[src/crb_pkg.sv]
package crb_pkg;

  localparam int CoefW = 12;
  localparam int InW = 16;
  localparam int MulW = 2 * CoefW;
  localparam int RedW = 26;
  localparam int RecipW = 15;
  localparam int EstW = RedW + RecipW;
  localparam int DataW = 32;
  localparam int AddrW = 3;

  localparam logic [CoefW-1:0] ModQ = CoefW'(3457);
  localparam logic [CoefW-1:0] HalfQ = CoefW'(1728);
  localparam logic [RecipW-1:0] Recip = RecipW'((64'd1 << RedW) / 3457);
  // shifts any signed 16-bit coefficient into the positive range
  localparam logic [RedW-1:0] InOffset = RedW'(10 * 3457);

  localparam logic [CoefW-1:0] Z0FirstReset = CoefW'(9);
  localparam logic [CoefW-1:0] Z0SecondReset = CoefW'(3);

  localparam int StMul = 2;
  localparam int StSum = 3;
  localparam int StRedT = 4;
  localparam int StZ = 6;
  localparam int StAdd = 7;
  localparam int StRedF = 8;
  localparam int StOut = 10;
  localparam int NumStages = StOut + 1;

  typedef enum logic [0:0] {
    RegZ0First  = 1'b0,
    RegZ0Second = 1'b1
  } reg_idx_e;

  typedef logic [CoefW-1:0] res_t;
  typedef logic [RedW-1:0] wide_t;

  typedef struct packed {
    res_t z0_first;
    res_t z0_second;
  } cfg_t;

  typedef struct packed {
    wide_t t0;
    wide_t t1;
    wide_t e0;
    wide_t e1;
    wide_t e2;
  } sums_t;

  function automatic wide_t lift(logic [InW-1:0] v);
    wide_t w;
    w = {{(RedW-InW){v[InW-1]}}, v} + InOffset;
    return w;
  endfunction

endpackage

[src/crb_prod.sv]
module crb_prod import crb_pkg::*; (
  input  logic       clk_i,
  input  logic       en_mul_i,
  input  logic       en_sum_i,
  input  res_t [2:0] a_i,
  input  res_t [2:0] b_i,
  output sums_t      sums_o
);

  logic [MulW-1:0] p_q [3][3];
  sums_t           sums_d, sums_q;

  always_ff @(posedge clk_i) begin
    if (en_mul_i) begin
      for (int i = 0; i < 3; i++) begin
        for (int j = 0; j < 3; j++) begin
          p_q[i][j] <= MulW'(a_i[i]) * MulW'(b_i[j]);
        end
      end
    end
  end

  always_comb begin
    sums_d.t0 = wide_t'(p_q[1][2]) + wide_t'(p_q[2][1]);
    sums_d.t1 = wide_t'(p_q[2][2]);
    sums_d.e0 = wide_t'(p_q[0][0]);
    sums_d.e1 = wide_t'(p_q[0][1]) + wide_t'(p_q[1][0]);
    sums_d.e2 = wide_t'(p_q[0][2]) + wide_t'(p_q[1][1]) + wide_t'(p_q[2][0]);
  end

  always_ff @(posedge clk_i) begin
    if (en_sum_i) begin
      sums_q <= sums_d;
    end
  end

  assign sums_o = sums_q;

endmodule
[config.mk]
export PLATFORM = sky130hd
export DESIGN_NAME = crb_prod
export DESIGN_NICKNAME = d
export VERILOG_FILES = /design/src/crb_pkg.sv /design/src/crb_prod.sv
export SDC_FILE = /design/constraint.sdc
export NUM_CORES = 2
export LEC_CHECK = 0
export BUFFER_PORTS_ARGS = -buffer_cell sky130_fd_sc_hd__buf_2
export CAP_MARGIN = 20
export CORE_UTILIZATION = 49
export CTS_CLUSTER_DIAMETER = 120
export DETAILED_ROUTE_END_ITERATION = 12
export PLACE_DENSITY = 0.72
export SETUP_SLACK_MARGIN = 0.4
export SYNTH_ARGS = -nofsm -noshare
export SYNTH_HDL_FRONTEND = slang
export SYNTH_SLANG_ARGS = --single-unit
[constraint.sdc]
create_clock -name clk_i -period 6.3 [get_ports clk_i]
set_input_delay 0.315 -clock clk_i [delete_from_list [all_inputs] [get_ports clk_i]]
set_output_delay 0.315 -clock clk_i [all_outputs]
set_load 0.1 [all_outputs]
* Word-level counts from Yosys, hierarchy flattened *
Memories as Yosys holds them, arrays and structs flattened.
Index checks and enable logic that the tools add are counted.

word-level totals
  register bits = 126
  memories kept = 1
  output and inout port bits = 130
  RAM bits = 216
  bits of input ports = 75

memory list
  memory  words  bits a word  rd ports  clocked after Yosys merged registers in  wr ports  RTL line        text
  p_q     3      72           3         0                                        3         crb_prod.sv:10  logic [MulW-1:0] p_q [3][3];

cells by class
  multipliers = 9
  add/subtract/negate cells = 4
  mux-type cells = 2

operator list
  operator        count
  $mul 12x12->24  9
  $add 24x24->25  3
  $add 25x24->26  1
  $mux 1          2

* Longest topological paths before layout *
An unclocked memory read counts as a cell.

  depth in word-level cells = 3
  depth in mapped cells = 24

* Least setup slack after synthesis *
OpenSTA, ideal clock, no wires.

  path kind = input-to-reg
  start point = input port b_i[15] (netlist name)
  end point = memory p_q[0][47] (netlist name), data pin
  setup time = 0.261 ns
  setup slack = 0.541 ns
  required time = 6.039 ns
  buffers on the path = 3
  stages = 22
  arrival time = 5.497 ns
  cell sequence = clkbuf_1 clkbuf_1 nand2_1 fa_1 fa_1 inv_1 fa_1 fa_1 inv_1 fa_1 inv_1 ha_1 clkbuf_1 a21o_1 a21oi_1 o22ai_1 o31ai_1 nand2b_1 a221o_1 a211oi_1 o21ai_0 xnor2_1

RTL lines
  what                RTL line        text
  start: declaration  crb_prod.sv:6   input res_t [2:0] b_i,
  end: declaration    crb_prod.sv:10

==> qor.csv <==
stage,metric,value,unit
global_routing,initial antenna violation count,18,
critical_path,combined buffer and inverter count along the critical path,4,
timing,time the final worst path needs with I/O delays and setup,5.537,ns
floorplan,initial cell density of the core,49.44,%
placement,Post-DP HPWL,109.2,mm
critical_path,startpoint types,primary input,
clock_network,TritonCTS clock tree,built,
critical_path,crit path max fanout,29,
final_layout,highest-count cells in the layout ignoring fill and taps,"1246 x inv_1, 927 x fa_1, 869 x nand2_1",
clock_network,count of instances resized after the clock tree is built,0,
yosys,flip-flop cell with the highest count after synthesis,edfxtp_1,
clock_network,number of buffers created by CTS,45,
yosys,share of the synthesized area in the top cell type,33.32,%
placement,gp weighted congestion,0.8974,
yosys,post-synthesis cell area,55690,sq um
timing,Max Clock Skew,0.008231,ns
clock_network,quantity of hold-fixing buffers added after cts,0,
timing,number of endpoints failing setup at the final stage,0,
final_layout,post-synthesis to final-layout area growth,8.308,%
clock_network,CTS HTree Levels,2,
pwr,Pleak,0.03062,uW
yosys,top post-synthesis cells by area,"fa_1 33%, edfxtp_1 18%, ha_1 14%",
drt,via count of the routed design,39856,
critical_path,crit path kind,primary input to flip-flop,
drt,DRT iter0 DRCs,2492,
yosys,"Warnings, synthesis",0,
floorplan,height of the die,339.1,um
yosys,Synth cell types,61,
clock_network,clock root buffer master,clkbuf_16,
floorplan,Die X,339.1,um
yosys,Post-Synthesis Mean Instance Area,9.498,sq um
run,max-capacitance violation count,0,
placement,Port Buffer Count,198,
worst_hold_path,path type of the worst min-delay path,primary input to flip-flop,
timing,final max-slew violation count,0,
critical_path,longest individual stage delay on the worst path,0.57,ns
critical_path,cell repeated most along the worst path,fa_1,
yosys,gate count after technology mapping,5864,
placement,placed cell area,58880,sq um
critical_path,slowest library cell on the worst path,buf_2,
final_layout,nets@finish,7625,
global_routing,total congestion overflow,0,
drt,post-detailed-routing wire length,134.6,mm
final_layout,Final Util,53.55,%
timing,maximum achievable frequency,180.6,MHz
yosys,synthesis-stage register bit count,340,
floorplan,core area,112700,sq um
pwr,overall power after layout,32240,uW
drt,total DRC errors in the routed layout,0,
clock_network,Worst-path clk slew,0.06,ns
final_layout,final instance area,60320,sq um
timing,setup repair after global routing missed its margin,no,
floorplan,row cnt,123,
yosys,number of flops mapped to enable cells by yosys,340,
pwr,Worst VDD drop,0.5285,mV
yosys,post-synthesis cell type with the largest combined area,fa_1,
drt,ratio of routed vias to standard cells,5.289,
pwr,power density over the cells,534.4,nW/um^2
global_routing,pin count of the biggest net entering global routing,113,
timing,Rel. slew slack,37.63,%
final_layout,share of cells above drive strength 1,7.449,%
timing,final sum of negative setup slack,0,ns
timing,post-route clock period utilization,87.88,%
critical_path,cell breakdown of the critical path,buf_2 -> nand2_1 -> fa_1 -> fa_1 -> fa_1 -> inv_1 -> fa_1 -> inv_1 -> fa_1 -> inv_1 -> ha_1 -> nor4_1 -> o21ai_1 -> and3_1 -> a211o_1 -> a2111o_1 -> a311o_1 -> a21oi_1 -> xnor2_1,
drt,number of nets with antenna violations after routing,0,
final_layout,"most common cell after layout, fill and taps aside",inv_1,
drt,router iterations before antenna repair,5,
yosys,share of synthesized registers carrying an async set or reset,0,%
global_routing,global-route wire length before repair,220.0,mm
clock_network,number of sinks on the clock net,340,
clock_network,# Post-CTS Setup Buffers,0,
run_status,status,"complete, no violations",
clock_network,maximum clock insertion buffer count,3,
timing,Worst Max-Slew Pin Slew,0.9355,ns
yosys,sequential cell area fraction in the yosys report,18.33,%
final_layout,Filler cells,10036,
critical_path,WP data arrival,5.90,ns
global_routing,vias in the first global route,42134,
critical_path,CP required,6.67,ns
drt,post-DR wirelength/cell,17.86,um
critical_path,dominant delay contributor by cell family on the critical path,adder cells,
floorplan,top-level port count,205,
critical_path,type of destination of the critical path,flip-flop,
global_routing,overall track demand over capacity in global routing,24.03,%
floorplan,total die area,115000,sq um
timing,hold violation count in the final report,0,
clock_network,Skew-Pair Late Insertion Delay,0.63,ns
[synth_stat cells (all sizes together), types with 32 or more instances]
cell	count
a21o	72
a21oi	154
and2	528
clkbuf	271
edfxtp	340
fa	927
ha	629
inv	1246
nand2	869
nand3	32
nor2	142
nor2b	42
nor3	32
o21a	32
o21ai	97
xnor2	172
xor2	37
[layer usage]
layer / routed length [um] / part of all wire, % / track usage (%)
met1: 55540 / 41 / 30.99
met2: 65440 / 49 / 41.02
met3: 9202 / 6.8 / 4.178
met4: 4347 / 3.2 / 7.683
met5: 105 / 0.078 / 0
[registers in the layout (all words and copies together), names as in the netlist]
signal  flops
sums_o    124
p_q       216
[path summary, 6_finish.rpt]
kind / from / endpoint / slack (ns) / cells after the start
setup / recovery: a_i[4] / p_q[0][71] / 0.76 / 19
hold / removal: en_mul_i / p_q[0][67] / 0.06 / 1
setup reg to reg: p_q[0][0] / sums_o[19] / 2.29 / 15
hold reg to reg: p_q[2][18] / sums_o[96] / 0.42 / 0
[per-stage QoR]
step / hold slack [ns] / setup WS, ns / instances
4_1_cts: 0.03281 / 0.8491 / 7528
6_report: 0.06079 / 0.7635 / 7536
3_5_place_dp: 0.4045 / 0.1904 / 7447
3_3_place_gp: 0.4045 / 0.2797 / 7447
2_1_floorplan: 0.4003 / 0.5414 / 5869
5_1_grt: 0.05636 / 0.4930 / 7533
[power by group]
part | leakage [uW] | switching [uW] | total, uW | internal [uW]
clock network | 0.000690 | 1070 | 2520 | 1450
logic | 0.0266 | 15000 | 24500 | 9510
registers | 0.00332 | 401 | 5220 | 4820
total | 0.0306 | 16500 | 32200 | 15800
[logic make-up after synthesis]
kind of cell,share of synthesized area (%)
simple gates,14.84
fa+ha+maj,47.45
buf+inv,10.30
compound gates,5.747
flops,18.33
xor+xnor,3.287
mux,0.03595
other cells,0.006733
[area by class of cell]
class	count	area (sq um)	share of cell area, %
multi-input cells	4006	39760	65.92
flip-flops and latches	340	10210	16.93
inverters	1246	4677	7.753
repair buffers	355	2349	3.893
well taps	1500	1877	3.111
clock buffers	50	1145	1.898
clock inverters	31	280.3	0.4646
diodes	8	20.02	0.03319
No activity file was read; power rests on OpenSTA's default activity.
