--- src/crb_pkg.sv ---
package crb_pkg;

  localparam int CoefW = 12;
  localparam int InW = 16;
  localparam int MulW = 2 * CoefW;
  localparam int RedW = 26;
  localparam int RecipW = 15;
  localparam int EstW = RedW + RecipW;
  localparam int DataW = 32;
  localparam int AddrW = 3;

  localparam logic [CoefW-1:0] ModQ = CoefW'(3457);
  localparam logic [CoefW-1:0] HalfQ = CoefW'(1728);
  localparam logic [RecipW-1:0] Recip = RecipW'((64'd1 << RedW) / 3457);
  // shifts any signed 16-bit coefficient into the positive range
  localparam logic [RedW-1:0] InOffset = RedW'(10 * 3457);

  localparam logic [CoefW-1:0] Z0FirstReset = CoefW'(9);
  localparam logic [CoefW-1:0] Z0SecondReset = CoefW'(3);

  localparam int StMul = 2;
  localparam int StSum = 3;
  localparam int StRedT = 4;
  localparam int StZ = 6;
  localparam int StAdd = 7;
  localparam int StRedF = 8;
  localparam int StOut = 10;
  localparam int NumStages = StOut + 1;

  typedef enum logic [0:0] {
    RegZ0First  = 1'b0,
    RegZ0Second = 1'b1
  } reg_idx_e;

  typedef logic [CoefW-1:0] res_t;
  typedef logic [RedW-1:0] wide_t;

  typedef struct packed {
    res_t z0_first;
    res_t z0_second;
  } cfg_t;

  typedef struct packed {
    wide_t t0;
    wide_t t1;
    wide_t e0;
    wide_t e1;
    wide_t e2;
  } sums_t;

  function automatic wide_t lift(logic [InW-1:0] v);
    wide_t w;
    w = {{(RedW-InW){v[InW-1]}}, v} + InOffset;
    return w;
  endfunction

endpackage

--- src/crb_cfg.sv ---
module crb_cfg import crb_pkg::*; (
  input  logic             clk_i,
  input  logic             rst_ni,
  input  logic             psel,
  input  logic             penable,
  input  logic             pwrite,
  input  logic [AddrW-1:0] paddr,
  input  logic [DataW-1:0] pwdata,
  output logic [DataW-1:0] prdata,
  output logic             pready,
  output cfg_t             cfg_o
);

  cfg_t     cfg_q, cfg_d;
  reg_idx_e idx;
  logic     wr_en;

  assign idx   = reg_idx_e'(paddr[AddrW-1]);
  assign wr_en = psel && penable && pwrite;
  assign pready = 1'b1;

  always_comb begin
    cfg_d = cfg_q;
    if (wr_en) begin
      case (idx)
        RegZ0First:  cfg_d.z0_first = pwdata[CoefW-1:0];
        RegZ0Second: cfg_d.z0_second = pwdata[CoefW-1:0];
        default: ;
      endcase
    end
  end

  always_comb begin
    case (idx)
      RegZ0First:  prdata = DataW'(cfg_q.z0_first);
      RegZ0Second: prdata = DataW'(cfg_q.z0_second);
      default:     prdata = '0;
    endcase
  end

  always_ff @(posedge clk_i or negedge rst_ni) begin
    if (!rst_ni) begin
      cfg_q.z0_first  <= Z0FirstReset;
      cfg_q.z0_second <= Z0SecondReset;
    end else begin
      cfg_q <= cfg_d;
    end
  end

  assign cfg_o = cfg_q;

endmodule

--- config.mk ---
export PLATFORM = sky130hd
export DESIGN_NAME = crb_cfg
export DESIGN_NICKNAME = d
export VERILOG_FILES = /design/src/crb_pkg.sv /design/src/crb_cfg.sv
export SDC_FILE = /design/constraint.sdc
export NUM_CORES = 1
export LEC_CHECK = 0
export BUFFER_PORTS_ARGS = -buffer_cell sky130_fd_sc_hd__buf_2
export CORE_MARGIN = 4
export CORE_UTILIZATION = 32
export CTS_CLUSTER_SIZE = 12
export DETAILED_ROUTE_END_ITERATION = 8
export PLACE_DENSITY = 0.67
export SLEW_MARGIN = 10
export SYNTH_ARGS = -nofsm -noshare
export SYNTH_HDL_FRONTEND = slang
export SYNTH_SLANG_ARGS = --single-unit
--- constraint.sdc ---
create_clock -name clk_i -period 0.98 [get_ports clk_i]
set_input_delay 0.196 -clock clk_i [delete_from_list [all_inputs] [get_ports clk_i]]
set_output_delay 0.196 -clock clk_i [all_outputs]
set_load 0.01 [all_outputs]
Word-level counts from Yosys, hierarchy flattened
Index checks and enable logic that the tools add are counted.
- memories kept: 0
- logic and storage cells: 8
- input port bits: 40
- latch bits: 0
- bits in registers: 24
- bits in writable memories: 0
- output and inout bits: 57
- ROM bits: 0
- bitwise gates (word level): 1
- equality and inequality tests: 0
- muxes and demuxes: 1
- add/subtract/negate cells: 0
- shifts and indexed selects: 0
- div/mod/pow operators: 0
- reduce and logical (&&, ||, !) cells: 4
- $mul: 0
- magnitude comparators: 0
- operators with widths (kind ; count):
    $pmux 32 s2 ; 1
    $reduce_and 2->1 ; 2
    $logic_and 1x1->1 ; 2
    $not 1->1 ; 1

Depth between registers and ports, before layout
Gate-level depths: netlist of run 1.
- depth after elaboration: 3
- gate-level depth with buffers: 3
- depth with buffers taken out: 2

Least setup slack after synthesis of run 1
No wires, ideal clock.
- kind: input -> output
- start point: in paddr[2]
- end point: out prdata[0]
- buffers on the path: 1
- required time: 784 ps
- data arrival time: 758 ps
- stages: 2
- path slack: 26 ps
- cell sequence: buf_2 -> mux2_2
- word-level cells in the longest chain between the ends: 2
- ends and longest elaborated chain (element ; RTL line ; source):
    from (decl) ; crb_cfg.sv:7 ; input logic [AddrW-1:0] paddr,
    $not 1->1 ; -- ;
    $pmux 32 s2 (*) ; crb_cfg.sv:34 ; case (idx)
    to (decl) ; crb_cfg.sv:9 ; output logic [DataW-1:0] prdata,
Every way passes the cells marked *; elsewhere a longest branch is shown, timed or not. The select of a mux whose other input is x is not followed.

Worst setup path after layout of run 1
- start point: reg cfg_q, in the netlist cfg_o[23]
- end point: out prdata[11]
- word-level cells in the longest chain between the ends: 1
- ends and longest elaborated chain (element ; RTL line ; source):
    from (decl) ; crb_cfg.sv:14 ; cfg_t cfg_q, cfg_d;
    from (signal assigned) ; crb_cfg.sv:46 ; cfg_q <= cfg_d;
    $pmux 32 s2 ; crb_cfg.sv:34 ;
Every way passes these cells. The select of a mux whose other input is x is not followed.

==> impl_metrics.json, run 1 <==
{
  "groute.usage.overall_pct": 13.2,
  "postSynthAreaPerCell_sq_um": 14.5,
  "dpl_cell_area_sq_um": 1610,
  "clock_sinks": 24,
  "drive_gt1_share_pct": 75.0,
  "fin_util_pct": 55.8,
  "p_int_mw": 3.13,
  "fp.dieW_um": 71.2,
  "grt_max_degree": 25,
  "nNetsFinal": 209,
  "cts_root_buffer": "clkbuf_8",
  "synth_edf_count": 0,
  "hpwl_mm": 2.23,
  "path_max_fanout": 2,
  "finalCritPeriodShare_pct": 131,
  "finalPower_mw": 4.32,
  "combPwrFrac_pct": 47.3,
  "grtUsageMet1_pct": 13.2,
  "power.switching_mw": 1.19,
  "async_reset_ff_share_pct": 100,
  "maxCapViolations": 0,
  "wirelength_mm": 3.31,
  "failed_checks": "setup timing",
  "p_seq_share_pct": 32.7,
  "leakage_nw": 1.10,
  "grt_pass1_vias": 1064,
  "required_ps": 780,
  "fp.dieH_um": 71.2,
  "synth-main-ff-cell": "dfrtp_1",
  "grt_pass1_wl_mm": 5.22,
  "pre_cts_ws_ps": -235,
  "critPathArrivalTime_ps": 1080,
  "rows": 22,
  "clk_latency_ps": 270,
  "finalInstanceArea_sq_um": 2100,
  "setup_viol": 36,
  "worstMarginPinSlew_ps": 527,
  "vias_per_cell": 4.34,
  "syn_inst": 88,
  "start_util_pct": 33.9,
  "first_pass_iters": 3,
  "drtIter0Drc": 10,
  "vias": 937,
  "cts_tree": "built",
  "cts_max_path_buffers": 2,
  "gr-total-overflow": 0,
  "largest_reg_flops": 24,
  "synth.top_cell.area_share_pct": 39.2,
  "critical_path_class": "reg2out",
  "diodes": 0,
  "synth_most_common_cell": "mux2_2",
  "synth_area_sq_um": 1280,
  "grt_antenna_before_repair": 0,
  "clock_skew_ps": 0,
  "ys_top_cells_by_count": "mux2_2 (26), buf_4 (21), dfrtp_1 (20)",
  "place.gp.congestion": 0.830,
  "swShare_pct": 27.6,
  "max-vdd-ir-drop_uv": 1390,
  "hold_viol_final": 0,
  "finalMaxSlewViolations": 0,
  "area_growth_pct": 64.7,
  "max_freq_mhz": 782,
  "drc": 0,
  "ant_nets": 0,
  "ioPinCount": 97,
  "met2_usage_pct": 25.1,
  "rsz0062_at_grt": "yes",
  "cp-end-kind": "output port",
  "relSlewSlack_pct": 64.9,
  "ys_types": 10,
  "port-buffer-count": 53,
  "status": "finished, violations left",
  "h-tree-depth": 1,
  "worst_slack_ps": -299,
  "synth_top_cell_by_area": "dfrtp_1",
  "startpoint_type": "flop",
  "grt-busiest-layer": "met2",
  "yosysSeqAreaShare_pct": 47.4,
  "wl_per_cell_um": 15.3,
  "dieArea_sq_um": 5070,
  "period_minus_slack_ps": 1280,
  "clkPwrFrac_pct": 20.0,
  "power.density_nw_per_um2": 2050,
  "ys_seq_elements": 24,
  "core_area_sq_um": 3770,
  "path_clk_slew_ps": 90,
  "grtUsageMet3_pct": 4.40,
  "numCtsBuffers": 3,
  "yosys-top-cells-area": "dfrtp_1 (39%), mux2_2 (23%), buf_4 (12%)",
  "min_path_type": "in2reg",
  "yosys_warnings": 0
}
[power groups by stage]
| stage | sequential [mW] | combinational [mW] | clock [mW] |
|---|---|---|---|
| 2_1_floorplan | 1.50 | 0.563 | 0 |
| 3_3_place_gp | 1.38 | 1.21 | 0 |
| 3_5_place_dp | 1.39 | 1.24 | 0 |
| 4_1_cts | 1.39 | 1.91 | 0.879 |
| 5_1_grt | 1.43 | 2.17 | 0.942 |
| 6_report | 1.41 | 2.04 | 0.864 |
[routing by layer]
metal,up-vias,wire (um)
li1,420,-
met1,465,1170
met2,45,1840
met3,7,242
met4,0,53
met5,-,0
[final cells by class]
type	count	area [sq um]
sequential	24	606
clock inverter	1	30.0
clock buffer	3	41.3
multi-input combinational	59	596
timing repair buffer	81	772
fill	307	1670
tap	48	60.1
[cell families (layout without fill, tap and decap cells)]
family / after synthesis / count (layout) / share of synthesized area (%)
muxes: 36 / 36 / 34.7
DFF: 24 / 24 / 47.4
buffers and inverters: 24 / 85 / 14.5
other: 2 / 21 / 0.588
and+or+nand+nor: 2 / 2 / 2.84
[layout by cell type, fill, tap and decap left out]
cell	n
buf_2	20
buf_6	53
nand4_2	1
mux2_4	20
clkbuf_8	3
buf_4	6
buf_12	1
nand4b_4	1
dlygate4sd3_1	1
conb_1	21
dfstp_2	4
bufinv_16	1
mux2_2	16
dfrtp_1	20
[path summary, 6_finish.rpt]
check                           from    endpoint  slack, ps  cells past startpoint
max                        cfg_o[23]  prdata[11]       -300                      2
min                        pwdata[3]    cfg_o[3]        170                      2
max reg2reg                 cfg_o[4]    cfg_o[4]         10                      3
min reg2reg                 cfg_o[3]    cfg_o[3]        560                      1
max in group asynchronous     rst_ni   cfg_o[15]        180                      2
min in group asynchronous     rst_ni   cfg_o[21]        430                      2
[through the flow]
| stage | std cells | setup TNS, ps | hold slack [ps] |
|---|---|---|---|
| after global placement | 199 | -5710 | 205 |
| after detailed placement | 199 | -6100 | 207 |
| final | 216 | -6480 | 170 |
| after global routing | 216 | -7840 | 164 |
| after CTS | 213 | -6400 | 163 |
| after floorplan | 107 | 0 | -99.6 |
[worst max-delay path: stages (launching register included)]
cell and delay [ps]:
dfrtp_1 410, mux2_4 280, buf_6 120
[timing repair]
action / CTS / global route
resized for setup: 53 / 20
pin swaps: 0 / 0
buffers inserted: 12 / 12
setup endpoints to repair: 36 / 37
hold buffers: 1 / 0
endpoints found under the hold margin: 20 / 0
(Power assumes the default switching activity.)
==> run 2, diff against run 1 <==
--- a/config.mk
+++ b/config.mk
@@ -5,6 +5,7 @@
 export SDC_FILE = /design/constraint.sdc
 export NUM_CORES = 1
 export LEC_CHECK = 0
+export ABC_CLOCK_PERIOD_IN_PS = 980
 export BUFFER_PORTS_ARGS = -buffer_cell sky130_fd_sc_hd__buf_2
 export CORE_MARGIN = 4
 export CORE_UTILIZATION = 32
==> constraint.sdc (replaced) <==
create_clock -name clk_i -period 0.98 [get_ports clk_i]
set_input_delay 0.196 -clock clk_i [delete_from_list [all_inputs] [get_ports clk_i]]
set_output_delay 0.196 -clock clk_i [all_outputs]
set_load 0.1 [all_outputs]
==> run 2 against run 1 <==
Effect of this change:
- clock power grew 2%
- highest routed layer unchanged
- the flow still finishes with violations (setup timing)
- worst hold slack lost 5.0 ps
- clock skew is the same
- register-to-register slack got worse by 140 ps
- largest cell class unchanged
==> impl_metrics.json, run 2 (synthesized netlist as in run 1, its figures left out) <==
{
  "min_path_type": "in2reg",
  "hold_start": "pwdata[10]",
  "vias": 976,
  "cp-end-kind": "output port",
  "diodes": 0,
  "place.gp.congestion": 0.715,
  "leakage_nw": 1.32,
  "startpoint_type": "flop",
  "crit_chain": "mux2_4, buf_12",
  "worstSetupStartpoint": "cfg_o[23]",
  "clock_skew_ps": 0,
  "fin_util_pct": 71.1,
  "finalMaxSlewViolations": 0,
  "fp.dieW_um": 71.2,
  "grt_max_degree": 25,
  "status": "finished, violations left",
  "path_max_fanout": 2,
  "clk_latency_ps": 270,
  "cts_tree": "built",
  "dpl_cell_area_sq_um": 2460,
  "ioPinCount": 97,
  "path_clk_slew_ps": 90,
  "critPathArrivalTime_ps": 1230,
  "grt_antenna_before_repair": 0,
  "max_freq_mhz": 699,
  "met1Wirelength_mm": 1.24,
  "nNetsFinal": 217,
  "top_layer": "met4",
  "worst_slack_ps": -450,
  "hpwl_mm": 2.73,
  "core_area_sq_um": 3770,
  "slowest_delay_ps": 500,
  "cts_root_buffer": "clkbuf_8",
  "crit_path_top_delay_cell": "dfrtp_4",
  "finalCritPeriodShare_pct": 146,
  "ant_nets": 0,
  "first_pass_iters": 4,
  "placed_cells": 214,
  "drive_gt1_share_pct": 87.5,
  "r2r_start": "cfg_o[0]",
  "wl_per_cell_um": 16.5,
  "required_ps": 780,
  "maxCapViolations": 0,
  "vias_per_cell": 4.36,
  "dr_wl_met3_um": 278,
  "port-buffer-count": 53,
  "grt_pass1_wl_mm": 6.02,
  "cts_max_path_buffers": 2,
  "area_growth_pct": 110,
  "hold_viol_final": 0,
  "numCtsBuffers": 3,
  "finalInstanceArea_sq_um": 2680,
  "h-tree-depth": 1,
  "wirelength_mm": 3.71,
  "mostFrequentLayoutCell": "buf_12",
  "pre_cts_ws_ps": -244,
  "fillers": 250,
  "fp.dieH_um": 71.2,
  "finalNonFillerCells": 224,
  "grt_pass1_vias": 1117,
  "rows": 22,
  "dieArea_sq_um": 5070,
  "setup_viol": 44,
  "wl_met2_mm": 2.16,
  "critical_path_class": "reg2out",
  "power.density_nw_per_um2": 3100,
  "gr-total-overflow": 0,
  "mostFrequentLayoutCells": "buf_12 (38), mux2_4 (34), buf_6 (27)",
  "failed_checks": "setup timing",
  "period_minus_slack_ps": 1430,
  "drtIter0Drc": 18,
  "max-vdd-ir-drop_uv": 1890,
  "largest_reg_flops": 24,
  "drc": 0,
  "start_util_pct": 33.9,
  "rsz0062_at_grt": "yes",
  "groute.usage.overall_pct": 15.3,
  "clock_sinks": 24
}
[run 2: cell count changes in the layout (fill, tap and decap cells not counted), sizes merged]
cell	before	now
buf	80	87
clkbuf	3	4
[run 2: timing repair]
item                                   in CTS  in global routing
pin swaps                                   0                  0
hold buffers                                1                  0
gates resized for setup                    21                 18
setup buffers                               2                 15
endpoints found under the hold margin      20                  0
setup endpoints to repair                  55                 72
gates cloned                                0                  0
[run 2: layout make-up]
cell class,instances,area (sq um),share of cell area (%)
Clock buffer,3,41.3,1.54
Clock inverter,1,30.0,1.12
Multi-Input combinational cell,59,648,24.2
Sequential cell,24,696,25.9
Tap cell,48,60.1,2.24
Timing Repair Buffer,89,1210,45.0
[run 2: path summary, 6_finish.rpt]
check | endpoint | slack (ps) | cells after the start
max reg2reg | cfg_o[0] | -130 | 4
min reg2reg | cfg_o[22] | 670 | 2
max | prdata[11] | -450 | 2
min in group asynchronous | cfg_o[5] | 390 | 2
max in group asynchronous | cfg_o[1] | 300 | 2
min | cfg_o[22] | 170 | 2
[run 2: routing by layer]
layer,vias to the layer above,GRT usage (%)
met4,0,3.34
met5,-,0
li1,437,-
met2,40,29.0
met1,495,16.2
met3,4,4.97
[run 2: power breakdown]
| group | internal, mW | switching [mW] | leakage (nW) | total, mW |
|---|---|---|---|---|
| Clock | 0.547 | 0.332 | 0.0357 | 0.879 |
| Combinational | 2.29 | 3.60 | 1.02 | 5.89 |
| Sequential | 1.38 | 0.170 | 0.263 | 1.55 |
| Total | 4.21 | 4.10 | 1.32 | 8.32 |
[run 2: critical path, delay by kind of cell (launching register included)]
family | cells | cell delay, ps
mux | 1 | 290
flops | 1 | 500
buf+inv | 1 | 170
[run 2: metrics by stage]
step / hold slack, ps / total power, mW / setup TNS, ps
floorplan: -99.6 / 5.10 / -4630
global placement: 193 / 7.12 / -6710
detailed placement: 213 / 7.18 / -7220
CTS: 162 / 8.25 / -12160
global route: 152 / 8.56 / -13720
finish: 165 / 8.32 / -12360
