===== config.mk =====
export PLATFORM = sky130hd
export DESIGN_NAME = crb_reduce
export DESIGN_NICKNAME = d
export VERILOG_FILES = /design/src/crb_pkg.sv /design/src/crb_reduce.sv
export SDC_FILE = /design/constraint.sdc
export NUM_CORES = 1
export LEC_CHECK = 0
export ABC_AREA = 1
export BUFFER_PORTS_ARGS = -buffer_cell sky130_fd_sc_hd__buf_2
export CAP_MARGIN = 0
export CORE_UTILIZATION = 45
export DETAILED_ROUTE_END_ITERATION = 7
export HOLD_SLACK_MARGIN = 0.03
export PLACE_DENSITY = 0.68
export SYNTH_ARGS = -nofsm -noshare
export SYNTH_HDL_FRONTEND = slang
export SYNTH_SLANG_ARGS = --single-unit

===== constraint.sdc =====
create_clock -name clk_i -period 4.81 [get_ports clk_i]
set_input_delay 0.481 -clock clk_i [delete_from_list [all_inputs] [get_ports clk_i]]
set_output_delay 0.481 -clock clk_i [all_outputs]
set_load 0.005 [all_outputs]

===== src/crb_pkg.sv =====
package crb_pkg;

  localparam int CoefW = 12;
  localparam int InW = 16;
  localparam int MulW = 2 * CoefW;
  localparam int RedW = 26;
  localparam int RecipW = 15;
  localparam int EstW = RedW + RecipW;
  localparam int DataW = 32;
  localparam int AddrW = 3;

  localparam logic [CoefW-1:0] ModQ = CoefW'(3457);
  localparam logic [CoefW-1:0] HalfQ = CoefW'(1728);
  localparam logic [RecipW-1:0] Recip = RecipW'((64'd1 << RedW) / 3457);
  // shifts any signed 16-bit coefficient into the positive range
  localparam logic [RedW-1:0] InOffset = RedW'(10 * 3457);

  localparam logic [CoefW-1:0] Z0FirstReset = CoefW'(9);
  localparam logic [CoefW-1:0] Z0SecondReset = CoefW'(3);

  localparam int StMul = 2;
  localparam int StSum = 3;
  localparam int StRedT = 4;
  localparam int StZ = 6;
  localparam int StAdd = 7;
  localparam int StRedF = 8;
  localparam int StOut = 10;
  localparam int NumStages = StOut + 1;

  typedef enum logic [0:0] {
    RegZ0First  = 1'b0,
    RegZ0Second = 1'b1
  } reg_idx_e;

  typedef logic [CoefW-1:0] res_t;
  typedef logic [RedW-1:0] wide_t;

  typedef struct packed {
    res_t z0_first;
    res_t z0_second;
  } cfg_t;

  typedef struct packed {
    wide_t t0;
    wide_t t1;
    wide_t e0;
    wide_t e1;
    wide_t e2;
  } sums_t;

  function automatic wide_t lift(logic [InW-1:0] v);
    wide_t w;
    w = {{(RedW-InW){v[InW-1]}}, v} + InOffset;
    return w;
  endfunction

endpackage


===== src/crb_reduce.sv =====
module crb_reduce import crb_pkg::*; (
  input  logic  clk_i,
  input  logic  en_est_i,
  input  logic  en_fix_i,
  input  wide_t x_i,
  output res_t  r_o
);

  logic [EstW-1:0]   est;
  wide_t             x_q;
  logic [RecipW-1:0] quo_q;
  wide_t             sub;
  wide_t             diff;
  logic [CoefW:0]    rem;
  res_t              r_d, r_q;

  // quotient estimate, low by at most one
  assign est = EstW'(x_i) * EstW'(Recip);

  always_ff @(posedge clk_i) begin
    if (en_est_i) begin
      x_q   <= x_i;
      quo_q <= est[EstW-1:RedW];
    end
  end

  assign sub  = wide_t'(quo_q) * wide_t'(ModQ);
  assign diff = x_q - sub;
  assign rem  = diff[CoefW:0];
  assign r_d  = (rem >= {1'b0, ModQ}) ? CoefW'(rem - {1'b0, ModQ}) : rem[CoefW-1:0];

  always_ff @(posedge clk_i) begin
    if (en_fix_i) begin
      r_q <= r_d;
    end
  end

  assign r_o = r_q;

endmodule


Word-level counts from Yosys, hierarchy flattened
Cells that the tools add are included.

word-level totals
  word-level logic and storage cells = 9
  output and inout port bits = 12
  input port bits = 29
  register bits after elaboration = 40

cells by class
  muxes and demuxes = 1
  order comparisons = 1
  $add $sub $neg = 2
  multipliers = 2

operators by type and width
  operator                                                              number
  multiplier 26 x 13 -> 39 bit (second input constant)                  1
  multiplier 15 x 12 -> 13 bit (second input constant)                  1
  greater-or-equal comparator 13 x 12 -> 1 bit (second input constant)  1
  subtractor 13 bit                                                     1
  two-way mux 12 bit                                                    1
  subtractor 12 bit (second input constant)                             1

Logic depth before layout (Yosys ltp)
Gate-level depths: netlist (run 1).

  word-level depth = 4
  mapped depth = 24
  gate-level depth less buffers = 23

Worst setup path before layout (run 1)
No wires, ideal clock.

  path kind = input port to flip-flop
  start = in x_i[10]
  end = reg quo_q[10], data pin
  arrival time = 4,410 ps
  buffers on the path = 0
  library setup time = 259 ps
  required time = 4,551 ps
  cell stages on the path = 20
  setup slack = 141 ps
  cell sequence = fa_1 inv_1 fa_1 inv_1 fa_1 fa_1 inv_1 fa_1 inv_1 ha_1 nand2_1 inv_1 a21oi_1 a21boi_0 nand2_1 nand2_1 nand2_1 nand2_1 nand3_1 xor2_1

between the ends
  cells in the longest elaborated chain, start to end = 1

RTL lines
  what                          line              source
  start, declared               crb_reduce.sv:5   input wide_t x_i,
  multiplier 26 x 13 -> 39 bit  crb_reduce.sv:18  assign est = EstW'(x_i) * EstW'(Recip);
  via est[36]                   crb_reduce.sv:9   logic [EstW-1:0] est;
  end signal, assigned          crb_reduce.sv:23  quo_q <= est[EstW-1:RedW];
  end, declared                 crb_reduce.sv:11  logic [RecipW-1:0] quo_q;

The timed path passes the listed nets, and every way through them passes these cells.
A chain may end at the register's enable or synchronous reset.

Worst setup path after layout (run 1)
  start = in x_i[12]
  end = reg quo_q[10], data pin

The elaborated chain is that of the path after synthesis.

==> Flow_metrics.wiki, run 1 <==
{| class="wikitable"
! Metric !! Value
|-
| Post-synthesis cell count || 1104
|-
| Critical path start-end classification || primary input to register
|-
| Critical path startpoint || x_i[12]
|-
| Placeable core area || 20500 um^2
|-
| Worst min-delay path class || primary input to register
|-
| DRC || 0
|-
| Dominant cell by count in the synthesized netlist || sky130_fd_sc_hd__inv_1
|-
| # hold bufs at CTS || 0
|-
| Clock network latency to the later pin of the worst-skew pair || 0.29 ns
|-
| Die X || 147 um
|-
| Maximum clock skew at final layout || 0.00627 ns
|-
| Depth of the CTS H-tree || 2
|-
| RSZ-0062 raised after global routing || true
|-
| Row Count || 52
|-
| Number of antenna repair diodes || 0
|-
| Layout area overhead || 19.4%
|-
| Transition at the pin with the smallest max-transition slack || 0.540 ns
|-
| Routed WL || 20600 um
|-
| Syn Area/Cell || 8.61 um^2
|-
| Period minus WS final || 4.64 ns
|-
| Number of buffers inserted by post-CTS setup repair || 0
|-
| Share of layout cells above drive strength 1 || 0.201
|-
| Die Span Y || 147 um
|-
| Final number of setup-violating endpoints || 0
|-
| Detailed-route vias per instance || 4.70
|-
| Critical Path RT || 4.85 ns
|-
| Headroom to the max-slew limit || 0.640
|-
| Area enclosed by the die boundary || 21700 um^2
|-
| Post-synth EDFFs || 38
|-
| All-layer global routing usage || 0.203
|-
| Number of top-level design ports || 41
|-
| Weighted congestion reported at the end of routability-driven placement || 0.874
|-
| Post-Synthesis Net Count || 1438
|-
| Library cell with the largest summed area after synthesis || sky130_fd_sc_hd__fa_1
|-
| Type of destination of the critical path || register
|-
| DR pass1 iterations || 4
|-
| Endpoint of the lowest-slack register-to-register path || r_o[0]
|-
| Total of buffers placed on input and output ports || 40
|-
| Clock tree buffer depth || 2
|-
| Reg-to-reg critical path startpoint || quo_q[3]
|-
| Num CTS Buffers || 5
|-
| Global-route wire length before repair || 34900 um
|-
| TritonCTS clock tree || built
|-
| Overall via count from detail_route || 7178
|-
| Maximum number of pins on one net before global-route repair || 27
|-
| Flip-flop and latch count after synthesis || 38
|-
| CTS root buf || sky130_fd_sc_hd__clkbuf_16
|-
| WL per Instance || 13.5 um
|-
| Sum Neg Setup Slack || 0 ns
|-
| Max Clock Freq || 0.216 GHz
|-
| Antenna violations before repair || 0
|-
| Register area share after synthesis || 0.120
|-
| Total count of max-transition violations in the final report || 0
|-
| Number of nets in the layout || 1591
|-
| Number of distinct library cell variants in the gate-level netlist after synthesis || 36
|-
| Synth top area share || 0.310
|-
| Yosys warning total || 0
|-
| Final design utilization || 0.554
|-
| Sum of net half-perimeters after detailed placement || 18600 um
|-
| Post-route fraction of the period consumed by the critical path || 0.964
|-
| Resized Gates After CTS || 0
|-
| Combined area of all synthesized cells || 9500 um^2
|-
| Crit path DAT || 4.67 ns
|-
| Endpoint of the worst setup timing path || quo_q[10]
|-
| Via count of the first global-routing pass || 7674
|-
| Depth of the most critical reg-to-reg path || 17
|-
| Routed Antenna Nets || 0
|-
| Nature of the critical path startpoint || primary input
|-
| Highest fanout seen on the critical path || 5
|-
| Commonest cells in the synthesized netlist || sky130_fd_sc_hd__inv_1, sky130_fd_sc_hd__nand2_1, sky130_fd_sc_hd__ha_1, sky130_fd_sc_hd__fa_1, sky130_fd_sc_hd__nor2_1
|-
| Clock-pin slew of the registers on the worst-case setup and hold paths || 0.05 ns
|-
| Ranking of synthesized cells by area || sky130_fd_sc_hd__fa_1, sky130_fd_sc_hd__ha_1, sky130_fd_sc_hd__inv_1
|-
| Initial Util || 0.464
|-
| Asr flop ratio synth || 0
|-
| Final number of hold-violating endpoints || 0
|-
| Run status || finished clean
|-
| Initial detailed-routing violation count || 224
|-
| Total congestion overflow || 0
|-
| Maxcap violations || 0
|-
| Worst setup slack for register-to-register paths || 0.30 ns
|-
| Sinks on the clock net || 38
|-
| Most used flip-flop cell after synthesis || sky130_fd_sc_hd__edfxtp_1
|}
==> stage by stage <==
step	setup slack (ns)	instance area, um^2	instances	hold slack, ns
floorplan	0.141	9500	1104	0.580
global placement	-0.264	10900	1520	0.792
detailed placement	-0.299	10900	1520	0.793
CTS	0.000156	11000	1527	0.499
global route	-0.0293	11300	1527	0.515
finish	0.172	11300	1527	0.520
==> final cells by class <==
class / count / area [um^2]
Sequential cell: 38 / 1140
Tap cell: 270 / 338
Fill cell: 1823 / 9150
Timing Repair Buffer: 150 / 1060
Clock inverter: 2 / 33.8
Inverter: 337 / 1260
Clock buffer: 5 / 125
Multi-Input combinational cell: 725 / 7380
==> state kept, by name (all words and copies together) (netlist names) <==
register and cells:
x_q 13, r_o 12, quo_q 13
==> worst min-delay path by stage <==
stage | startpoint | to | slack [ns] | cells after the start
after floorplan | x_i[0] | x_q[0] | 0.58 | 0
after global placement | x_i[1] | x_q[1] | 0.79 | 1
after detailed placement | x_i[1] | x_q[1] | 0.79 | 1
after CTS | x_i[1] | x_q[1] | 0.50 | 1
after global routing | x_i[1] | x_q[1] | 0.52 | 1
final | x_i[1] | x_q[1] | 0.52 | 1
==> cell families after synthesis <==
| family | Yosys count | synth area share |
|---|---|---|
| buffers and inverters | 341 | 0.136 |
| adders and majority gates | 305 | 0.518 |
| and+or+nand+nor | 297 | 0.142 |
| AOI/OAI and AO/OA | 87 | 0.0504 |
| DFF | 38 | 0.120 |
| xor gates and xnor gates | 36 | 0.0340 |
==> layer usage <==
metal,GRT usage,vias to the layer above,part of all wire
li1,-,3660,-
met1,0.239,3386,0.44
met2,0.387,92,0.52
met3,0.0189,40,0.020
met4,0.0629,0,0.025
met5,0,-,0
==> worst max-delay path, cell delays in order <==
cell	delay, ns
sky130_fd_sc_hd__buf_4	0.16
sky130_fd_sc_hd__fa_1	0.55
sky130_fd_sc_hd__inv_1	0.05
sky130_fd_sc_hd__fa_1	0.49
sky130_fd_sc_hd__inv_2	0.05
sky130_fd_sc_hd__fa_1	0.50
sky130_fd_sc_hd__fa_1	0.55
sky130_fd_sc_hd__inv_1	0.05
sky130_fd_sc_hd__fa_1	0.53
sky130_fd_sc_hd__inv_1	0.06
sky130_fd_sc_hd__ha_4	0.28
sky130_fd_sc_hd__nand2_2	0.06
sky130_fd_sc_hd__buf_4	0.14
sky130_fd_sc_hd__nor2_4	0.09
sky130_fd_sc_hd__inv_1	0.07
sky130_fd_sc_hd__nor3_2	0.09
sky130_fd_sc_hd__nand2_1	0.07
sky130_fd_sc_hd__nand2_1	0.06
sky130_fd_sc_hd__nand2_1	0.07
sky130_fd_sc_hd__nand2_2	0.08
sky130_fd_sc_hd__nand2_1	0.05
sky130_fd_sc_hd__nand3_1	0.07
sky130_fd_sc_hd__xor2_1	0.06
==> placed cells by master, fill, tap and decap left out, types with 24 or more instances in the layout <==
cell type                  synthesis  final
sky130_fd_sc_hd__fa_1            147    147
sky130_fd_sc_hd__xor2_1           24     24
sky130_fd_sc_hd__inv_1           328    327
sky130_fd_sc_hd__ha_1            158    144
sky130_fd_sc_hd__nand2_1         162    154
sky130_fd_sc_hd__a21oi_1          45     27
sky130_fd_sc_hd__buf_2             3     37
sky130_fd_sc_hd__nor2_1           48     40
sky130_fd_sc_hd__buf_4             0    110
sky130_fd_sc_hd__nand2_2          17     25
sky130_fd_sc_hd__edfxtp_1         38     38
Power of run 1 is left out: the tool's default activity adds up to more than one toggle a clock period on the data nets, which glitch-free logic cannot reach.
==> run 2, diff against run 1 <==
Settings changed: CORE_UTILIZATION 45 to 40, PLACE_DENSITY 0.68 to 0.62.
==> Flow_metrics.wiki, run 2 (synthesis results as in run 1) <==
{| class="wikitable"
! Metric !! Value
|-
| Die X || 156 um (+6.0%)
|-
| Depth of the CTS H-tree || 2 (unchanged)
|-
| Layout area overhead || 21.0%
|-
| Commonest cells after routing, fill and taps aside || sky130_fd_sc_hd__inv_1, sky130_fd_sc_hd__nand2_1, sky130_fd_sc_hd__fa_1
|-
| Row Count || 56 (+7.7%)
|-
| Sinks on the clock net || 38 (unchanged)
|-
| DRC || 0 (unchanged)
|-
| WL per Instance || 13.2 um (-2.3%)
|-
| Post-route fraction of the period consumed by the critical path || 0.968 (+0.00385)
|-
| DP Cell Count || 1581 (+4.0%)
|-
| Number of antenna repair diodes || 0 (unchanged)
|-
| Cell with the largest stage delay on the worst path || sky130_fd_sc_hd__fa_1
|-
| Final number of setup-violating endpoints || 0 (unchanged)
|-
| DR pass1 iterations || 4 (unchanged)
|-
| Number of top-level design ports || 41 (unchanged)
|-
| CTS root buf || sky130_fd_sc_hd__clkbuf_16
|-
| Headroom to the max-slew limit || 0.636 (-0.00423)
|-
| Period minus WS final || 4.66 ns (+0.0185 ns)
|-
| Worst min-delay path class || primary input to register
|-
| Type of destination of the critical path || register
|-
| Highest fanout seen on the critical path || 5 (unchanged)
|-
| Global-route wire length before repair || 36100 um (+3.3%)
|-
| Initial Util || 0.406 (-0.0576)
|-
| Routed WL || 21000 um (+1.7%)
|-
| Crit path DAT || 4.69 ns (+0.02 ns)
|-
| Critical Path RT || 4.85 ns (about the same)
|-
| Fillcell total || 2239 (+23%)
|-
| Num CTS Buffers || 5 (unchanged)
|-
| # hold bufs at CTS || 0 (unchanged)
|-
| Die Span Y || 156 um (+6.0%)
|-
| Clock tree buffer depth || 2 (unchanged)
|-
| Maximum clock skew at final layout || 0.00601 ns (-0.000262 ns)
|-
| Max Clock Freq || 0.215 GHz (-0.40%)
|-
| Critical path start-end classification || primary input to register
|-
| Final number of hold-violating endpoints || 0 (unchanged)
|-
| Maxcap violations || 0 (unchanged)
|-
| Run status || finished clean
|-
| Total of buffers placed on input and output ports || 40 (unchanged)
|-
| Worst path max stage delay || 0.55 ns (about the same)
|-
| Ordered cell list for the critical path || buf_2 -> fa_1 -> inv_1 -> fa_1 -> inv_1 -> fa_1 -> fa_1 -> inv_1 -> fa_1 -> inv_1 -> ha_4 -> nand2_1 -> nor2_2 -> nand2_1 -> nor2_1 -> a211oi_2 -> buf_4 -> nand3_1 -> nand2_1
|-
| Transition at the pin with the smallest max-transition slack || 0.546 ns (+0.00634 ns)
|-
| Antenna violations before repair || 0 (unchanged)
|-
| Share of layout cells above drive strength 1 || 0.215 (+0.0135)
|-
| Nature of the critical path startpoint || primary input
|-
| Via count of the first global-routing pass || 7771 (+1.3%)
|-
| Routed Antenna Nets || 0 (unchanged)
|-
| Weighted congestion reported at the end of routability-driven placement || 0.871 (-0.29%)
|-
| Number of nets in the layout || 1604 (+0.82%)
|-
| Total count of max-transition violations in the final report || 0 (unchanged)
|-
| Detailed-route vias per instance || 4.52 (-3.8%)
|-
| Total congestion overflow || 0 (unchanged)
|-
| Sum of net half-perimeters after detailed placement || 19200 um (+3.4%)
|-
| Overall via count from detail_route || 7191 (+0.18%)
|-
| Maximum number of pins on one net before global-route repair || 27 (unchanged)
|-
| Most frequent CP cell || sky130_fd_sc_hd__fa_1
|-
| Placeable core area || 23400 um^2 (+14%)
|-
| Clock network latency to the later pin of the worst-skew pair || 0.28 ns (about the same)
|-
| Clock-pin slew of the registers on the worst-case setup and hold paths || 0.06 ns (about the same)
|-
| Area enclosed by the die boundary || 24400 um^2 (+12%)
|-
| TritonCTS clock tree || built
|-
| Initial detailed-routing violation count || 198 (-12%)
|-
| All-layer global routing usage || 0.188 (-0.0155)
|-
| Finished Layout Cells || 1590 (+4.1%)
|-
| Most common cell after layout, fill and taps aside || sky130_fd_sc_hd__inv_1
|}
-- run 2: changes by cell type in the layout (fill, tap and decap cells not counted), sizes merged --
| cell | previous run | this run |
|---|---|---|
| buf | 149 | 162 |
| bufinv | 1 | 0 |
| clkinv | 2 | 3 |
| clkinvlp | 0 | 1 |
-- run 2: worst max-delay path: cells and delay by family --
kind | cells | cell delay, ns
adders and majority gates | 6 | 2.85
AOI/OAI and AO/OA | 1 | 0.07
buffers and inverters | 6 | 0.53
and+or+nand+nor | 6 | 0.76
-- run 2: worst paths after layout --
kind | from | to | slack (ns) | cells after the start
worst max register to register | quo_q[2] | r_o[8] | 0.33 | 16
worst min-delay path | x_i[1] | x_q[1] | 0.56 | 2
worst min register to register | x_q[2] | r_o[0] | 0.99 | 3
worst max-delay path | x_i[19] | quo_q[5] | 0.15 | 19
-- run 2: layer usage --
| metal | routed length [um] | vias to the layer above | global-route usage |
|---|---|---|---|
| met1 | 9280 | 3402 | 0.231 |
| met4 | 342 | 0 | 0.0355 |
| li1 | - | 3680 | - |
| met5 | 0 | - | 0 |
| met2 | 11000 | 83 | 0.358 |
| met3 | 416 | 26 | 0.0128 |
-- run 2: layout make-up --
cell class	instances	area [um^2]	area share
Multi-Input combinational cell	725	7400	0.644
Inverter	337	1260	0.110
Timing Repair Buffer	163	1150	0.0998
Sequential cell	38	1140	0.0992
Tap cell	319	399	0.0347
Clock buffer	5	125	0.0109
Clock inverter	3	16.3	0.00141
-- run 2: what timing repair did --
item | 4_1_cts | 5_1_grt
setup endpoints to repair | 0 | 16
resized for setup | 0 | 79
setup buffers | 0 | 1
-- run 2: stage by stage --
stage	cell area [um^2]	hold slack [ns]	TNS [ns]	worst slack, ns	util
5_1_grt	11500	0.564	-0.0730	-0.0328	0.491
3_3_place_gp	11000	0.854	-2.16	-0.260	0.470
6_report	11500	0.561	0	0.154	0.491
3_5_place_dp	11000	0.856	-2.62	-0.286	0.470
2_1_floorplan	9500	0.580	0	0.141	-
4_1_cts	11100	0.562	0	0.0107	0.476
Power of run 2 is left out for the same reason.
==> run 3, diff against run 2 <==
Settings changed: PLACE_DENSITY 0.62 to 0.6, RECOVER_POWER set to 100.
Clock period 4.81 ns to 5.1 ns, I/O delays scaled along.
==> Flow_metrics.wiki, run 3 (synthesis results as in run 1) <==
{| class="wikitable"
! Metric !! Value
|-
| TritonCTS clock tree || built
|-
| Sum of net half-perimeters after detailed placement || 18500 um (-3.7%)
|-
| WL per Instance || 13.6 um (+3.3%)
|-
| Depth of the CTS H-tree || 2 (unchanged)
|-
| Hold Path End || x_q[2]
|-
| Crit path DAT || 4.87 ns (+0.18 ns)
|-
| Routed WL || 20200 um (-3.8%)
|-
| CTS root buf || sky130_fd_sc_hd__clkbuf_16
|-
| Maximum number of pins on one net before global-route repair || 27 (unchanged)
|-
| Final design utilization || 0.440 (-0.0510)
|-
| Post-route fraction of the period consumed by the critical path || 0.949
|-
| Via count of the first global-routing pass || 7374 (-5.1%)
|-
| Row Count || 56 (unchanged)
|-
| Depth of the most critical reg-to-reg path || 16 (unchanged)
|-
| Initial Util || 0.406 (unchanged)
|-
| Fillcell total || 2368 (+5.8%)
|-
| Sinks on the clock net || 38 (unchanged)
|-
| Initial detailed-routing violation count || 165 (-17%)
|-
| Die Span Y || 156 um (unchanged)
|-
| Routed Antenna Nets || 0 (unchanged)
|-
| Maximum clock skew at final layout || 0.00911 ns (+0.00311 ns)
|-
| Antenna violations before repair || 0 (unchanged)
|-
| Nature of the critical path startpoint || primary input
|-
| Critical path start-end classification || primary input to register
|-
| Clock-pin slew of the registers on the worst-case setup and hold paths || 0.06 ns (about the same)
|-
| Die X || 156 um (unchanged)
|-
| Headroom to the max-slew limit || 0.0658 (-0.570)
|-
| Reg-to-reg critical path startpoint || quo_q[2]
|-
| Final worst setup slack || 0.261 ns (+0.108 ns)
|-
| Placeable core area || 23400 um^2 (unchanged)
|-
| Clock tree buffer depth || 2 (unchanged)
|-
| Transition at the pin with the smallest max-transition slack || 1.40 ns (+0.855 ns)
|-
| DR pass1 iterations || 4 (unchanged)
|-
| Total count of max-transition violations in the final report || 0 (unchanged)
|-
| Area enclosed by the die boundary || 24400 um^2 (unchanged)
|-
| Max Clock Freq || 0.207 GHz
|-
| Type of destination of the critical path || register
|-
| Period minus WS final || 4.84 ns
|-
| All-layer global routing usage || 0.182 (-0.00575)
|-
| Highest fanout seen on the critical path || 6 (+1)
|-
| Global-route wire length before repair || 34700 um (-3.9%)
|-
| Setup slack at placement || -0.0798 ns (+0.207 ns)
|-
| Run status || finished clean
|-
| Total of buffers placed on input and output ports || 40 (unchanged)
|-
| Num CTS Buffers || 5 (unchanged)
|-
| Clock network latency to the later pin of the worst-skew pair || 0.29 ns (about the same)
|-
| Endpoint of the lowest-slack register-to-register path || r_o[0]
|-
| Layout area overhead || 8.45%
|-
| Cell area after layout || 10300 um^2 (-10%)
|-
| Commonest cells after routing, fill and taps aside || sky130_fd_sc_hd__inv_1, sky130_fd_sc_hd__nand2_1, sky130_fd_sc_hd__ha_1
|-
| Share of layout cells above drive strength 1 || 0.0801 (-0.135)
|-
| Overall via count from detail_route || 6747 (-6.2%)
|-
| Sum Neg Setup Slack || 0 ns (unchanged)
|-
| Critical path startpoint || x_i[10]
|-
| Worst min-delay path class || primary input to register
|-
| Maxcap violations || 0 (unchanged)
|-
| Worst hold start || x_i[2]
|-
| Total congestion overflow || 0 (unchanged)
|-
| Weighted congestion reported at the end of routability-driven placement || 0.879 (+0.92%)
|-
| Number of antenna repair diodes || 0 (unchanged)
|-
| Number of cells on the worst hold path || 1 (-1)
|-
| Worst setup slack for register-to-register paths || 0.45 ns (+0.12 ns)
|-
| Most common cell after layout, fill and taps aside || sky130_fd_sc_hd__inv_1
|-
| Critical Path RT || 5.13 ns (+0.28 ns)
|-
| Number of nets in the layout || 1496 (-6.7%)
|-
| Final number of setup-violating endpoints || 0 (unchanged)
|-
| Placed standard-cell area || 10200 um^2 (-7.4%)
|-
| Number of top-level design ports || 41 (unchanged)
|-
| Final number of hold-violating endpoints || 0 (unchanged)
|-
| Detailed-route vias per instance || 4.56 (+0.80%)
|-
| DRC || 0 (unchanged)
|}
run 3: cell count changes in the layout (fill, tap and decap cells not counted), moves of 11 or more:
| cell | change |
|---|---|
| sky130_fd_sc_hd__ha_1 | +14 |
| sky130_fd_sc_hd__nand2_2 | -11 |
| sky130_fd_sc_hd__a21oi_1 | +15 |
| sky130_fd_sc_hd__buf_4 | -109 |
| sky130_fd_sc_hd__nand2_1 | +11 |
| sky130_fd_sc_hd__a21oi_2 | -14 |
| sky130_fd_sc_hd__clkbuf_1 | +11 |
| sky130_fd_sc_hd__ha_4 | -14 |
run 3: area by class of cell:
class / count / area, um^2 / area share
multi-input combinational: 725 / 7070 / 0.686
inverter: 337 / 1260 / 0.123
sequential: 38 / 1140 / 0.111
tap: 319 / 399 / 0.0387
timing repair buffer: 55 / 297 / 0.0288
clock buffer: 5 / 125 / 0.0121
clock inverter: 1 / 3.75 / 0.000364
run 3: critical path, stage by stage:
cell	delay, ns
sky130_fd_sc_hd__buf_2	0.18
sky130_fd_sc_hd__fa_1	0.56
sky130_fd_sc_hd__inv_1	0.05
sky130_fd_sc_hd__fa_1	0.49
sky130_fd_sc_hd__inv_1	0.05
sky130_fd_sc_hd__fa_1	0.48
sky130_fd_sc_hd__fa_1	0.54
sky130_fd_sc_hd__inv_1	0.05
sky130_fd_sc_hd__fa_1	0.53
sky130_fd_sc_hd__inv_1	0.04
sky130_fd_sc_hd__ha_1	0.32
sky130_fd_sc_hd__nand2_1	0.13
sky130_fd_sc_hd__inv_1	0.05
sky130_fd_sc_hd__a21oi_1	0.18
sky130_fd_sc_hd__a21boi_0	0.19
sky130_fd_sc_hd__nand2_1	0.08
sky130_fd_sc_hd__nand2_1	0.06
sky130_fd_sc_hd__nand2_1	0.09
sky130_fd_sc_hd__nand2_1	0.07
sky130_fd_sc_hd__nand3_1	0.07
sky130_fd_sc_hd__xor2_1	0.15
run 3: worst max-delay path by stage:
stage / endpoint / slack (ns) / depth (start not counted)
2_1_floorplan: quo_q[10] / 0.40 / 20
3_3_place_gp: quo_q[0] / 0.006 / 19
3_5_place_dp: quo_q[5] / -0.08 / 20
4_1_cts: quo_q[5] / 0.23 / 20
5_1_grt: quo_q[9] / -0.005 / 19
6_report: quo_q[10] / 0.26 / 21
run 3: layer usage:
metal	up-vias	part of all wire	track usage
li1	3470	-	-
met1	3185	0.46	0.221
met2	70	0.51	0.348
met3	22	0.015	0.0131
met4	0	0.016	0.0387
met5	-	0	0
run 3: timing repair:
| action | 4_1_cts | 5_1_grt |
|---|---|---|
| endpoints found under the setup margin | 0 | 1 |
| hold buffers | 0 | 0 |
| buffers inserted | 0 | 0 |
| resized for setup | 0 | 1 |
run 3: per-stage QoR:
step	hold slack, ns	instances
2_1_floorplan	0.609	1104
3_3_place_gp	0.863	1474
3_5_place_dp	0.859	1474
4_1_cts	0.555	1480
5_1_grt	0.563	1480
6_report	0.566	1480
Power of run 3 is left out for the same reason.
